**config.mk**
```make
export PLATFORM = sky130hd
export DESIGN_NAME = knock_pattern_detector_flat
export DESIGN_NICKNAME = d
export VERILOG_FILES = /design/src/rtl/core/kpd_pkg.sv /design/src/rtl/core/kpd_if.sv /design/src/rtl/core/knock_pattern_detector.sv /design/src/flat_wrapper.sv
export SDC_FILE = /design/constraint.sdc
export NUM_CORES = 1
export LEC_CHECK = 0
export BUFFER_PORTS_ARGS = -buffer_cell sky130_fd_sc_hd__buf_2
export CORE_MARGIN = 4
export CORE_UTILIZATION = 55
export DETAILED_ROUTE_END_ITERATION = 12
export HOLD_SLACK_MARGIN = 0.05
export PLACE_DENSITY_LB_ADDON = 0.08
export SYNTH_ARGS = -nofsm -noshare
export SYNTH_HDL_FRONTEND = slang
export SYNTH_SLANG_ARGS = --single-unit
```
**constraint.sdc**
```tcl
create_clock -name clk -period 9.1 [get_ports clk]
set_clock_uncertainty 0.2 [all_clocks]
set_input_delay 1.365 -clock clk [delete_from_list [all_inputs] [get_ports clk]]
set_output_delay 1.365 -clock clk [all_outputs]
set_load 0.05 [all_outputs]
```
**src/rtl/core/kpd_pkg.sv**
```systemverilog
package kpd_pkg;

  // Field widths
  localparam int TIME_W   = 32;
  localparam int SAMPLE_W = 10;
  localparam int PHASE_W  = 3;
  localparam int TALLY_W  = 3;
  localparam int LEVEL_W  = 10;
  localparam int MS_W     = 16;

  // Configuration port
  localparam int CFG_W     = 16;
  localparam int CFG_IDX_W = 3;

  typedef enum logic [CFG_IDX_W-1:0] {
    REG_KNOCK_LEVEL   = 3'd0,
    REG_SILENCE_LEVEL = 3'd1,
    REG_DEBOUNCE      = 3'd2,
    REG_GROUP_GAP     = 3'd3,
    REG_PAUSE_LIMIT   = 3'd4,
    REG_SEQ_LIMIT     = 3'd5,
    REG_SUCCESS_HOLD  = 3'd6
  } reg_idx_t;

  // Register reset values
  localparam logic [LEVEL_W-1:0] KNOCK_LEVEL_RST   = 10'd200;
  localparam logic [LEVEL_W-1:0] SILENCE_LEVEL_RST = 10'd50;
  localparam logic [MS_W-1:0]    DEBOUNCE_RST      = 16'd400;
  localparam logic [MS_W-1:0]    GROUP_GAP_RST     = 16'd1200;
  localparam logic [MS_W-1:0]    PAUSE_LIMIT_RST   = 16'd3000;
  localparam logic [MS_W-1:0]    SEQ_LIMIT_RST     = 16'd8000;
  localparam logic [MS_W-1:0]    SUCCESS_HOLD_RST  = 16'd3000;

  // Knocks expected in each group
  localparam logic [TALLY_W-1:0] GROUP1_KNOCKS = 3'd2;
  localparam logic [TALLY_W-1:0] GROUP2_KNOCKS = 3'd3;
  localparam logic [TALLY_W-1:0] GROUP3_KNOCKS = 3'd1;

  // Lamp bits
  localparam int LAMP_FIRST  = 0;
  localparam int LAMP_SECOND = 1;
  localparam int LAMP_THIRD  = 2;
  localparam logic [2:0] LAMP_THIRD_MASK = 3'b100;

endpackage

```
**src/rtl/core/kpd_if.sv**
```systemverilog
interface kpd_sample_if;
  logic                          valid;
  logic                          ready;
  logic [kpd_pkg::TIME_W-1:0]    time_ms;
  logic [kpd_pkg::SAMPLE_W-1:0]  sample;

  modport source (output valid, output time_ms, output sample, input ready);
  modport sink   (input valid, input time_ms, input sample, output ready);
endinterface

interface kpd_result_if;
  logic                          valid;
  logic                          ready;
  logic                          knock_seen;
  logic [kpd_pkg::PHASE_W-1:0]   phase;
  logic                          led_first;
  logic                          led_second;
  logic                          led_third;

  modport source (output valid, output knock_seen, output phase, output led_first,
                  output led_second, output led_third, input ready);
  modport sink   (input valid, input knock_seen, input phase, input led_first,
                  input led_second, input led_third, output ready);
endinterface

```
**src/rtl/core/knock_pattern_detector.sv**
```systemverilog
// Knock pattern detector.
// samples: one word per sensor reading, carrying time_ms (free-running ms
//   stamp, wraps) and the 10-bit sample. results: one word per accepted
//   sample with knock_seen, the phase after that sample and the three LEDs.
// The secret pattern is three knock groups of 2, 3 and 1 knocks, separated
//   by pauses; success lights only the third LED.
// Throughput: one sample per cycle while no result stalls. All decisions
//   for a sample are made in one pass of compare/subtract logic from the
//   state registers, and the state is updated at the edge that accepts it.
// The result word is valid in the cycle after the sample is accepted, from
//   a single output register.
// Stall: while a result word waits and results.ready is low, samples.ready
//   drops; the result holds and no sample is lost. A waiting word that is
//   taken in the same cycle frees the register for the next sample.
// Reset (rst, synchronous): configuration returns to its defaults, phase to
//   waiting, sensor armed, lamp bits off, timers zero, no result pending.
// Configuration: cfg_we/cfg_idx/cfg_data write one register per cycle; write
//   only while idle. Indexes beyond the list are ignored.
module knock_pattern_detector (
  input  logic                           clk,
  input  logic                           rst,
  kpd_sample_if.sink                     samples,
  kpd_result_if.source                   results,
  input  logic                           cfg_we,
  input  logic [kpd_pkg::CFG_IDX_W-1:0]  cfg_idx,
  input  logic [kpd_pkg::CFG_W-1:0]      cfg_data
);

  typedef enum logic [kpd_pkg::PHASE_W-1:0] {
    PH_WAIT    = 3'd0,
    PH_GROUP1  = 3'd1,
    PH_PAUSE1  = 3'd2,
    PH_GROUP2  = 3'd3,
    PH_PAUSE2  = 3'd4,
    PH_GROUP3  = 3'd5,
    PH_SUCCESS = 3'd6
  } phase_t;

  // Configuration registers
  logic [kpd_pkg::LEVEL_W-1:0] knock_level;
  logic [kpd_pkg::LEVEL_W-1:0] silence_level;
  logic [kpd_pkg::MS_W-1:0]    debounce_ms;
  logic [kpd_pkg::MS_W-1:0]    group_gap_ms;
  logic [kpd_pkg::MS_W-1:0]    pause_limit_ms;
  logic [kpd_pkg::MS_W-1:0]    sequence_limit_ms;
  logic [kpd_pkg::MS_W-1:0]    success_hold_ms;

  // Detector state
  phase_t                      phase_reg;
  logic [kpd_pkg::TALLY_W-1:0] knock_tally;
  logic [kpd_pkg::TIME_W-1:0]  last_knock_ms;
  logic [kpd_pkg::TIME_W-1:0]  sequence_start_ms;
  logic                        armed;
  logic [2:0]                  lamp_bits;

  phase_t                      phase_next;
  logic [kpd_pkg::TALLY_W-1:0] tally_next;
  logic [kpd_pkg::TIME_W-1:0]  last_knock_next;
  logic [kpd_pkg::TIME_W-1:0]  seq_start_next;
  logic                        armed_next;
  logic [2:0]                  lamp_next;
  logic                        knocked;

  logic [kpd_pkg::TIME_W-1:0]  since_knock;
  logic [kpd_pkg::TIME_W-1:0]  since_knock_now;
  logic [kpd_pkg::TIME_W-1:0]  since_start;
  logic [kpd_pkg::TALLY_W-1:0] want;
  logic [kpd_pkg::TALLY_W-1:0] tally_cnt;
  phase_t                      close_phase;
  logic                        to_success;

  logic accept;

  // The output register is free when empty or being drained this cycle.
  assign samples.ready = !results.valid || results.ready;
  assign accept        = samples.valid && samples.ready;

  // Wrapping time differences against the stored stamps.
  assign since_knock = samples.time_ms - last_knock_ms;
  assign since_start = samples.time_ms - sequence_start_ms;

  always_comb begin
    knocked         = 1'b0;
    phase_next      = phase_reg;
    tally_next      = knock_tally;
    last_knock_next = last_knock_ms;
    seq_start_next  = sequence_start_ms;
    armed_next      = armed;
    lamp_next       = lamp_bits;
    want            = kpd_pkg::GROUP1_KNOCKS;
    close_phase     = PH_PAUSE1;
    to_success      = 1'b0;
    tally_cnt       = knock_tally;

    // Knock detection with debounce; a knock disarms until the line goes quiet.
    if (armed) begin
      if ((samples.sample > knock_level) &&
          (since_knock > kpd_pkg::TIME_W'(debounce_ms))) begin
        knocked         = 1'b1;
        last_knock_next = samples.time_ms;
        armed_next      = 1'b0;
      end
    end else if (samples.sample < silence_level) begin
      armed_next = 1'b1;
    end

    // A fresh knock restarts the quiet interval.
    since_knock_now = knocked ? '0 : since_knock;

    case (phase_reg)
      PH_GROUP1, PH_GROUP2, PH_GROUP3: begin
        case (phase_reg)
          PH_GROUP1: begin
            want        = kpd_pkg::GROUP1_KNOCKS;
            close_phase = PH_PAUSE1;
          end
          PH_GROUP2: begin
            want        = kpd_pkg::GROUP2_KNOCKS;
            close_phase = PH_PAUSE2;
          end
          default: begin
            want        = kpd_pkg::GROUP3_KNOCKS;
            close_phase = PH_SUCCESS;
          end
        endcase

        tally_cnt = knocked ? knock_tally + 1'b1 : knock_tally;

        if (knocked && (tally_cnt > want)) begin
          // Too many knocks: drop the sequence.
          phase_next = PH_WAIT;
          tally_next = '0;
          armed_next = 1'b1;
          lamp_next  = '0;
        end else if ((since_knock_now > kpd_pkg::TIME_W'(group_gap_ms)) &&
                     (tally_cnt != '0) && armed_next) begin
          // Quiet gap closes the group.
          if (tally_cnt == want) begin
            phase_next = close_phase;
            case (close_phase)
              PH_PAUSE1: lamp_next[kpd_pkg::LAMP_FIRST]  = 1'b1;
              PH_PAUSE2: lamp_next[kpd_pkg::LAMP_SECOND] = 1'b1;
              default: begin
                to_success     = 1'b1;
                seq_start_next = samples.time_ms;
                lamp_next      = kpd_pkg::LAMP_THIRD_MASK;
              end
            endcase
          end else begin
            phase_next = PH_WAIT;
            armed_next = 1'b1;
            lamp_next  = '0;
          end
          tally_next = '0;
        end else begin
          tally_next = tally_cnt;
        end

        // Sequence timeout, measured from the first knock; skipped on the sample that reaches success.
        if (!to_success && (since_start > kpd_pkg::TIME_W'(sequence_limit_ms))) begin
          phase_next = PH_WAIT;
          tally_next = '0;
          armed_next = 1'b1;
          lamp_next  = '0;
        end
      end

      PH_PAUSE1, PH_PAUSE2: begin
        if (knocked) begin
          tally_next = 3'd1;
          phase_next = (phase_reg == PH_PAUSE1) ? PH_GROUP2 : PH_GROUP3;
        end
        if (since_knock_now > kpd_pkg::TIME_W'(pause_limit_ms)) begin
          phase_next = PH_WAIT;
          tally_next = '0;
          armed_next = 1'b1;
          lamp_next  = '0;
        end
      end

      PH_SUCCESS: begin
        // Hold, then return to waiting with only the third lamp kept.
        if (since_start > kpd_pkg::TIME_W'(success_hold_ms)) begin
          lamp_next  = lamp_bits & kpd_pkg::LAMP_THIRD_MASK;
          phase_next = PH_WAIT;
          tally_next = '0;
          armed_next = 1'b1;
        end
      end

      default: begin
        // Waiting: the first knock opens group one and starts the clock.
        if (knocked) begin
          tally_next     = 3'd1;
          seq_start_next = samples.time_ms;
          phase_next     = PH_GROUP1;
        end
      end
    endcase
  end

  always_ff @(posedge clk) begin
    if (rst) begin
      knock_level       <= kpd_pkg::KNOCK_LEVEL_RST;
      silence_level     <= kpd_pkg::SILENCE_LEVEL_RST;
      debounce_ms       <= kpd_pkg::DEBOUNCE_RST;
      group_gap_ms      <= kpd_pkg::GROUP_GAP_RST;
      pause_limit_ms    <= kpd_pkg::PAUSE_LIMIT_RST;
      sequence_limit_ms <= kpd_pkg::SEQ_LIMIT_RST;
      success_hold_ms   <= kpd_pkg::SUCCESS_HOLD_RST;
      phase_reg         <= PH_WAIT;
      knock_tally       <= '0;
      last_knock_ms     <= '0;
      sequence_start_ms <= '0;
      armed             <= 1'b1;
      lamp_bits         <= '0;
      results.valid     <= 1'b0;
    end else begin
      if (cfg_we) begin
        case (cfg_idx)
          kpd_pkg::REG_KNOCK_LEVEL:   knock_level       <= cfg_data[kpd_pkg::LEVEL_W-1:0];
          kpd_pkg::REG_SILENCE_LEVEL: silence_level     <= cfg_data[kpd_pkg::LEVEL_W-1:0];
          kpd_pkg::REG_DEBOUNCE:      debounce_ms       <= cfg_data[kpd_pkg::MS_W-1:0];
          kpd_pkg::REG_GROUP_GAP:     group_gap_ms      <= cfg_data[kpd_pkg::MS_W-1:0];
          kpd_pkg::REG_PAUSE_LIMIT:   pause_limit_ms    <= cfg_data[kpd_pkg::MS_W-1:0];
          kpd_pkg::REG_SEQ_LIMIT:     sequence_limit_ms <= cfg_data[kpd_pkg::MS_W-1:0];
          kpd_pkg::REG_SUCCESS_HOLD:  success_hold_ms   <= cfg_data[kpd_pkg::MS_W-1:0];
          default: ;
        endcase
      end

      if (accept) begin
        phase_reg         <= phase_next;
        knock_tally       <= tally_next;
        last_knock_ms     <= last_knock_next;
        sequence_start_ms <= seq_start_next;
        armed             <= armed_next;
        lamp_bits         <= lamp_next;
        results.valid     <= 1'b1;
      end else if (results.ready) begin
        results.valid <= 1'b0;
      end
    end

    // Result payload loads on accept and holds otherwise.
    if (accept) begin
      results.knock_seen <= knocked;
      results.phase      <= phase_next;
      results.led_first  <= lamp_next[kpd_pkg::LAMP_FIRST];
      results.led_second <= lamp_next[kpd_pkg::LAMP_SECOND];
      results.led_third  <= lamp_next[kpd_pkg::LAMP_THIRD];
    end
  end

  // Success shows the third lamp alone.
  a_success_lamps: assert property (@(posedge clk) disable iff (rst)
    results.valid && (results.phase == PH_SUCCESS) |->
      results.led_third && !results.led_first && !results.led_second)
    else $error("success phase with wrong lamp pattern");

  // Both earlier groups must be lit in the second pause and the third group.
  a_pause2_lamps: assert property (@(posedge clk) disable iff (rst)
    results.valid && ((results.phase == PH_PAUSE2) || (results.phase == PH_GROUP3)) |->
      results.led_first && results.led_second)
    else $error("late phase without first and second lamps");

  // A stalled result blocks new samples.
  a_stall_blocks: assert property (@(posedge clk) disable iff (rst)
    results.valid && !results.ready |-> !samples.ready)
    else $error("sample accepted over a stalled result");

  // No result is pending right after reset.
  a_reset_empty: assert property (@(posedge clk)
    $past(rst) |-> !results.valid)
    else $error("result valid after reset");

endmodule
```
**src/flat_wrapper.sv**
```systemverilog
// flat-port wrapper written by rule: the top's interface ports become plain ports
module knock_pattern_detector_flat 
  (clk, rst, cfg_we, cfg_idx, cfg_data, samples_valid, samples_time_ms, samples_sample, samples_ready, results_valid, results_knock_seen, results_phase, results_led_first, results_led_second, results_led_third, results_ready);
  kpd_sample_if samples_i ();
  kpd_result_if results_i ();
  input  logic clk;
  input  logic rst;
  input  logic cfg_we;
  input  logic [kpd_pkg::CFG_IDX_W-1:0] cfg_idx;
  input  logic [kpd_pkg::CFG_W-1:0] cfg_data;
  input wire logic [$bits(samples_i.valid)-1:0] samples_valid;
  input wire logic [$bits(samples_i.time_ms)-1:0] samples_time_ms;
  input wire logic [$bits(samples_i.sample)-1:0] samples_sample;
  output wire logic [$bits(samples_i.ready)-1:0] samples_ready;
  output wire logic [$bits(results_i.valid)-1:0] results_valid;
  output wire logic [$bits(results_i.knock_seen)-1:0] results_knock_seen;
  output wire logic [$bits(results_i.phase)-1:0] results_phase;
  output wire logic [$bits(results_i.led_first)-1:0] results_led_first;
  output wire logic [$bits(results_i.led_second)-1:0] results_led_second;
  output wire logic [$bits(results_i.led_third)-1:0] results_led_third;
  input wire logic [$bits(results_i.ready)-1:0] results_ready;
  assign samples_i.valid = samples_valid;
  assign samples_i.time_ms = samples_time_ms;
  assign samples_i.sample = samples_sample;
  assign samples_ready = samples_i.ready;
  assign results_valid = results_i.valid;
  assign results_knock_seen = results_i.knock_seen;
  assign results_phase = results_i.phase;
  assign results_led_first = results_i.led_first;
  assign results_led_second = results_i.led_second;
  assign results_led_third = results_i.led_third;
  assign results_i.ready = results_ready;
  knock_pattern_detector u_core (.clk(clk), .rst(rst), .samples(samples_i), .results(results_i), .cfg_we(cfg_we), .cfg_idx(cfg_idx), .cfg_data(cfg_data));
endmodule
```
# ---- Word-level counts from Yosys, hierarchy flattened
# Cells that the tools add are included.
dict set report op_classes {
  n_bitwise 1
  eq_ne 20
  n_reduce_logical 27
  n_mux 58
  order_cmp 8
  addsub 3
}
# cell n
set ops {}
lappend ops {{two-way mux 32 bit} 6}
lappend ops {{greater-than comparator 32 x 16 -> 1 bit} 5}
lappend ops {{two-way mux 3 bit} 23}
lappend ops {{one-hot mux 32 bit (2 select lines)} 1}
lappend ops {{subtractor 32 bit} 2}
lappend ops {{one-hot mux 3 bit (3 select lines)} 3}
lappend ops {{equality test 3 bit, second input constant} 7}
lappend ops {{two-way mux 1 bit} 19}
lappend ops {{AND reduction 2 bit} 8}
lappend ops {{equality test 3 x 2 -> 1 bit, second input constant} 5}
lappend ops {{greater-than comparator 10 bit} 1}
lappend ops {{< comparator 10 bit} 1}
lappend ops {{AND reduction 7 bit} 1}
lappend ops {{equality test 3 x 1 -> 1 bit, second input constant} 2}
lappend ops {{logical AND 1 bit} 6}
lappend ops {{!= test 2 x 1 -> 1 bit, second input constant} 3}
lappend ops {{one-hot mux 3 bit (2 select lines)} 1}
lappend ops {{OR reduction 3 bit} 2}
lappend ops {{!= test 2 bit, second input constant} 2}
lappend ops {{one-hot mux 1 bit (2 select lines)} 2}
lappend ops {{one-hot mux 2 bit (2 select lines)} 1}
lappend ops {{nonzero test 2 bit} 2}
lappend ops {{OR reduction 2 bit} 2}
lappend ops {{adder 3 x 1 -> 3 bit, second input constant} 1}
lappend ops {{10 further kinds} 11}
dict set report totals {
  inputBits 66
  register_bits 182
  wordCells 136
  out_inout_bits 9
}

# ---- Longest topological paths before layout
# Gate-level depths: netlist of run 1.
dict set report depth {
  ltp_word 16
  mapped_depth 36
  mapped_depth_nobuf 34
}

# ---- Least setup slack after synthesis of run 1
# OpenSTA, ideal clock, no wires.
dict set report synth_path {
  path_type {input -> register}
  from {in samples_time_ms[3]}
  to {reg u_core.sequence_start_ms[10] in the netlist's numbering}
  arrival_time_ns 7.586
  path_slack_ns 1.187
  path_buffers 3
  required_time_ns 8.772
  stages 32
  setup_ns 0.128
  cell_sequence {ha_1 -> a21o_1 -> a21oi_1 -> a21boi_1 -> o21ai_0 -> nand2b_1 -> a21o_1 -> a21oi_1 -> xnor2_1 -> ha_1 -> and4_1 -> a21oi_1 -> a21oi_1 -> or4_1 -> o31a_1 -> o31ai_4 -> buf_2 -> clkbuf_1 -> and2_1 -> ha_1 -> a21o_1 -> a21o_1 -> a21oi_1 -> o221ai_1 -> o21ai_0 -> nor2_1 -> o31ai_2 -> nor4_1 -> o21ai_2 -> buf_4 -> mux2i_1 -> nor2_1}
}
dict set report synth_between {
  elab_chain_len 11
  elab_cells_between_ends 21
  cone_classes {1 x add/sub; 3 x order compare; 4 x eq/ne; 6 x mux; 7 x reduce/logical}
}
# element line
set synth_rtl {}
lappend synth_rtl {{start: declaration} flat_wrapper.sv:12} ;# input wire logic [$bits(samples_i.time_ms)-1:0] samples_time_ms;
lappend synth_rtl {{subtractor 32 bit *} knock_pattern_detector.sv:79} ;# assign since_knock = samples.time_ms - last_knock_ms;
lappend synth_rtl {{greater-than comparator 32 x 16 -> 1 bit} knock_pattern_detector.sv:98} ;# (since_knock > kpd_pkg::TIME_W'(debounce_ms))) begin
lappend synth_rtl {{logical AND 1 bit} knock_pattern_detector.sv:97} ;# if ((samples.sample > knock_level) &&
lappend synth_rtl {{two-way mux 1 bit} knock_pattern_detector.sv:97}
lappend synth_rtl {{two-way mux 1 bit} knock_pattern_detector.sv:96} ;# if (armed) begin
lappend synth_rtl {{two-way mux 32 bit / two-way mux 3 bit (equally long branches)} {knock_pattern_detector.sv:108, knock_pattern_detector.sv:127}}
lappend synth_rtl {{greater-than comparator 32 x 16 -> 1 bit / nonzero test 3 bit (equally long branches)} {knock_pattern_detector.sv:135, knock_pattern_detector.sv:136}}
lappend synth_rtl {{logical AND 1 bit} knock_pattern_detector.sv:135} ;# end else if ((since_knock_now > kpd_pkg::TIME_W'(group_gap_ms)) &&
lappend synth_rtl {{logical AND 1 bit} knock_pattern_detector.sv:136} ;# (tally_cnt != '0) && armed_next) begin
lappend synth_rtl {{!= test 2 x 1 -> 1 bit (no line)} -}
lappend synth_rtl {{AND reduction 7 bit (no line) *} -}
lappend synth_rtl {{end signal: assignment} knock_pattern_detector.sv:236} ;# sequence_start_ms <= seq_start_next;
lappend synth_rtl {{end: declaration} knock_pattern_detector.sv:52} ;# logic [kpd_pkg::TIME_W-1:0] sequence_start_ms;
# Every way passes the cells marked *; elsewhere a longest branch is shown, timed or not.
# A chain may end at the register's enable or synchronous reset.

# ---- Final worst setup path of run 1
dict set report layout_path {
  from {in samples_time_ms[3]}
  to {reg u_core.sequence_start_ms[5] in the netlist's numbering}
}
# The elaborated chain is that of the path after synthesis.

==> flow_summary.ini, run 1 <==
[yosys]
syn_area_per_cell_sq_um = 7.53
ys_seq_area_share_pct = 27.6
synthArstFlopShare_pct = 0
synth_warnings = 0
syn_nets = 2016
synth.distinct_cells = 80
synth_edf_count = 7
synthCells = 1785
synth_area_sq_mm = 0.0134
ys.flop_type = dfxtp_1
synth-seq-cells = 182

[route]
drtAntennaViolNets = 0
first_pass_iters = 7
drt_iter0_markers = 1166
wirelength_mm = 39.1
drc = 0
wl_per_cell_um = 18.1
vias_per_cell = 5.82
vias = 12600

[timing]
worst_slew_pin_slew_ns = 1.17
grt_setup_unrepaired = false
hold_violations = 0
tns_ns = 0
setup_viol = 0
finalWorstPathRequiredPeriod_ns = 8.47
relSlewSlack_pct = 21.0
slew_violations = 0
fin_crit_sh_pct = 93.0
fmax_mhz = 118
hold-worst-slack_ns = 0.258

[grt]
grt_max_degree = 92
gr-total-overflow = 0
grt_pass1_vias = 11700
antenna_found_initial = 0
grt_pass1_wl_mm = 62.2
grt_usage_pct = 29.1

[floorplan]
coreArea_sq_mm = 0.0238
dieArea_sq_mm = 0.0270
start_util_pct = 56.6
die_h_um = 164
fp.dieW_um = 164
num_io_pins = 75
fp-row-count = 56

[cts]
post-cts-setup-buffers = 0
cts.repair.resized = 0
holdBufCountCts = 0
cts.clk_slew.worst_paths_ns = 0.08
cts_num_sinks = 182
cts-root-buf = clkbuf_16
tritoncts = done
htree_num_levels = 4
cts_buffers = 17
clk_latency_ns = 0.45
cts_buffer_depth = 2

[min_path]
min_path_type = reg -> reg
min-delay-start = u_core.pause_limit_ms[1]

[critical_path]
worstPathArrival_ns = 8.56
end_kind = flop
r2r-start = u_core.last_knock_ms[3]
crit_required_ns = 9.20
start_kind = input pin
cp_max_fo = 33
critPathLaunch = samples_time_ms[3]
crit_type = in -> reg

[job]
cap_violations = 0

[pwr]
power.static_leakage_uw = 0.00637
total_power_uw = 2510
irDropWorstVdd_mv = 0.122
p_per_area_mw_per_mm2 = 171

[finish]
reg_top3 = u_core.last_knock_ms: 32 flops, u_core.sequence_start_ms: 32 flops
insertedDiodeCount = 0
fin_nets = 2055
drive_gt1_share_pct = 7.78
fillers = 2244
area.growth.synth_to_final_pct = 9.27

[placement]
dp_hpwl_mm = 30.2
port_buffers = 74
place.gp.congestion = 0.970

[outcome]
status = complete, no violations
cell families (layout without fill, tap and decap cells):
family	Yosys count	after routing	share of synthesized area (%)
compound gates	463	463	21.9
simple gates	642	642	22.0
buf+inv	248	300	7.11
xor+xnor	44	44	2.87
fa+ha+maj	165	165	15.5
mux	41	41	3.06
flops	182	182	27.6
final timing paths:
check	to	cells past startpoint	slack, ns
setup / recovery	u_core.sequence_start_ms[5]	27	0.63
hold / removal	u_core.pause_limit_ms[1]	2	0.26
setup reg to reg	u_core.sequence_start_ms[5]	27	1.32
hold reg to reg	u_core.pause_limit_ms[1]	2	0.26
worst max-delay path, stage by stage:
cell and delay (ns):
buf_2 0.12, ha_1 0.37, a21o_1 0.20, a21oi_1 0.17
a21boi_1 0.16, a211oi_1 0.58, o21ai_0 0.32, xor2_1 0.23
ha_1 0.33, nand4_1 0.11, or3b_2 0.48, o31a_1 0.38
o31ai_4 0.54, and2_1 0.25, ha_1 0.26, a21o_1 0.18
a21o_1 0.17, a21oi_1 0.16, o221ai_1 0.20, o21ai_0 0.27
nor2_1 0.09, o31ai_2 0.61, nor4_1 0.20, o21ai_4 0.19
buf_12 0.27, mux2i_1 0.25, nor2_1 0.05
metrics by stage:
| stage | cell area [sq um] | std cells | util [%] | setup WS (ns) |
|---|---|---|---|---|
| 2_1_floorplan | 13400 | 1785 | - | 1.19 |
| 3_3_place_gp | 14000 | 2124 | 59.1 | 0.532 |
| 3_5_place_dp | 14000 | 2124 | 59.1 | 0.290 |
| 4_1_cts | 14700 | 2156 | 61.8 | 0.737 |
| 5_1_grt | 14700 | 2156 | 61.8 | 0.213 |
| 6_report | 14700 | 2156 | 61.8 | 0.634 |
Yosys cell counts (8+ instances only):
| cell type | instances | area, sq um |
|---|---|---|
| a211o_1 | 24 | 210 |
| a21o_1 | 53 | 398 |
| a21oi_1 | 207 | 1040 |
| a31oi_1 | 8 | 50.1 |
| and2_1 | 20 | 125 |
| and3_1 | 12 | 75.1 |
| buf_2 | 8 | 40.0 |
| clkbuf_1 | 52 | 195 |
| dfxtp_1 | 175 | 3500 |
| ha_1 | 163 | 2040 |
| inv_1 | 183 | 687 |
| mux2i_1 | 40 | 400 |
| nand2_1 | 317 | 1190 |
| nand2b_1 | 19 | 119 |
| nand3_1 | 28 | 140 |
| nand3b_1 | 19 | 143 |
| nand4_1 | 28 | 175 |
| nor2_1 | 123 | 462 |
| nor2b_1 | 21 | 131 |
| nor3_1 | 16 | 80.1 |
| nor4_1 | 9 | 56.3 |
| o211ai_1 | 11 | 82.6 |
| o21a_1 | 23 | 173 |
| o21ai_0 | 59 | 295 |
| xnor2_1 | 30 | 263 |
| xor2_1 | 14 | 123 |
final cells by class:
cell class	count	area, sq um	share of cell area, %
clock inverters	15	206	1.41
well taps	319	399	2.72
inverters	184	693	4.72
repair buffers	84	460	3.14
clock buffers	17	425	2.90
flip-flops and latches	182	3710	25.3
multi-input cells	1355	8780	59.8
cells in the final DEF (no fill, tap or decap), drive strengths merged, types with 21 or more instances in the layout:
cell and n:
nand4 29, o21ai 64, a211o 24, a21oi 208, nand2 317, inv 192
xnor2 30, a21o 53, o21a 23, nor2 123, ha 163, dfxtp 175
mux2i 40, nor2b 21, nand3 28, buf 84
routing by layer:
metal | track usage (%) | vias to the layer above | share of wire (%)
met5 | 0 | - | 0
met4 | 9.19 | 0 | 2.8
met3 | 4.14 | 54 | 4.5
met2 | 46.0 | 340 | 44
met1 | 41.2 | 5900 | 48
li1 | - | 6256 | -
report_power, final:
| part | internal, uW | switching (uW) |
|---|---|---|
| combinational | 329 | 526 |
| clock | 384 | 408 |
| sequential | 839 | 22.3 |
| total | 1550 | 956 |
No activity file was read; power rests on OpenSTA's default activity.
==> inputs of run 2 (changes only) <==
CORE_MARGIN = default   (was 4)
==> run 2 against run 1 <==
- global-route usage grew 2.6 points
- first-iteration DRC count shrank 13%
- largest power group unchanged
- core utilization rose by 0.093 points
- via count about the same
- critical path depth grew 2
- count of clock-buffer cells in the layout is the same
- die area fell by 7.2%
==> flow_summary.ini, run 2 (synthesized netlist as in run 1, its figures left out) <==
[critical_path]
crit_type = in -> reg
critPathLaunch = samples_time_ms[3]
cp_max_fo = 33
start_kind = input pin
critPathSlowestCell = o31ai_2
end_kind = flop
crit_required_ns = 9.19
worstPathArrival_ns = 8.45
r2r-start = u_core.last_knock_ms[3]
cpPeakStageDelay_ns = 0.55

[pwr]
p_per_area_mw_per_mm2 = 171
power.static_leakage_uw = 0.00637
total_power_uw = 2500
irDropWorstVdd_mv = 0.122

[finish]
area.growth.synth_to_final_pct = 9.11
drive_gt1_share_pct = 7.73
final_common_cell = nand2_1
fin_cells = 2156
final_cell_mix = 317 x nand2_1, 207 x a21oi_1, 183 x inv_1
fin_nets = 2054
reg_top3 = u_core.last_knock_ms: 32 flops, u_core.sequence_start_ms: 32 flops
final_cell_area_sq_mm = 0.0147
register_area_sq_mm = 0.00371
multi_input_comb_area_sq_mm = 0.00879
post-route-util_pct = 61.9
fillers = 2289

[cts]
cts_buffer_depth = 2
tritoncts = done
cts.repair.resized = 0
cts_buffers = 17
cts_num_sinks = 182
htree_num_levels = 4
holdBufCountCts = 0
clk_latency_ns = 0.45
cts-root-buf = clkbuf_16
cts.clk_slew.worst_paths_ns = 0.07
post-cts-setup-buffers = 0

[floorplan]
start_util_pct = 56.7
die_h_um = 158
fp-row-count = 56
num_io_pins = 75
fp.dieW_um = 158
dieArea_sq_mm = 0.0251
coreArea_sq_mm = 0.0237

[placement]
place.gp.congestion = 0.947
dpl.cell_count = 2123
post_dp_cell_area_sq_mm = 0.0140
dp_hpwl_mm = 29.6
port_buffers = 74

[timing]
tns_ns = 0
grt_setup_unrepaired = false
relSlewSlack_pct = 15.6
fin_crit_sh_pct = 91.8
fmax_mhz = 120
hold_violations = 0
worst_slew_pin_slew_ns = 1.26
setup_viol = 0
slew_violations = 0
finalWorstPathRequiredPeriod_ns = 8.36

[grt]
grt_pass1_wl_mm = 61.4
grt_max_degree = 101
grt_usage_pct = 31.8
antenna_found_initial = 1
grt_pass1_vias = 11700
gr-total-overflow = 0

[min_path]
min_path_type = reg -> reg
min-delay-start = u_core.last_knock_ms[17]

[route]
dr.max_layer_used = met4
dr_wl_met2_mm = 17.1
drt_iter0_markers = 1012
wirelength_mm = 38.9
first_pass_iters = 5
wl_per_cell_um = 18.0
drc = 0
drtAntennaViolNets = 0
dr_wl_met3_mm = 2.38
wl_met1_mm = 18.5
vias = 12600
vias_per_cell = 5.82

[outcome]
status = complete, no violations

[job]
cap_violations = 0
run 2: final timing paths:
kind | to | slack (ns) | depth (start not counted)
setup / recovery | u_core.sequence_start_ms[29] | 0.74 | 29
hold / removal | u_core.last_knock_ms[17] | 0.26 | 2
setup reg to reg | u_core.sequence_start_ms[29] | 1.44 | 29
hold reg to reg | u_core.last_knock_ms[17] | 0.26 | 2
run 2: area by class of cell:
cell class | instances | area share [%]
multi-input cells | 1355 | 60.0
repair buffers | 83 | 3.09
diodes | 1 | 0.0171
well taps | 319 | 2.72
inverters | 184 | 4.73
clock buffers | 17 | 2.90
clock inverters | 15 | 1.25
flip-flops and latches | 182 | 25.3
run 2: where the power goes:
group	leakage [uW]	switching (uW)	internal (uW)
registers	0.00149	24.1	840
clock network	0.000300	382	397
logic	0.00458	529	329
run 2: metrics by stage:
| stage | hold slack (ns) | setup WS [ns] |
|---|---|---|
| final | 0.256 | 0.743 |
| after global routing | 0.276 | 0.279 |
| after CTS | 0.257 | 0.878 |
| after detailed placement | 0.247 | 0.488 |
| after global placement | 0.242 | 0.783 |
| after floorplan | 0.236 | 1.19 |
run 2: per-layer routing:
layer	GRT usage, %	up-vias
li1	-	6262
met1	44.0	5897
met3	4.90	58
met2	50.5	338
met5	0	-
met4	9.71	0
run 2: worst max-delay path, delay by kind of cell:
kind / cells / cell delay, ns
AO/OA/AOI/OAI: 15 / 3.83
XOR/XNOR: 1 / 0.23
AND/OR/NAND/NOR: 7 / 1.35
buffers and inverters: 2 / 0.38
multiplexers: 1 / 0.23
adder cells (fa/ha/maj): 3 / 1.01
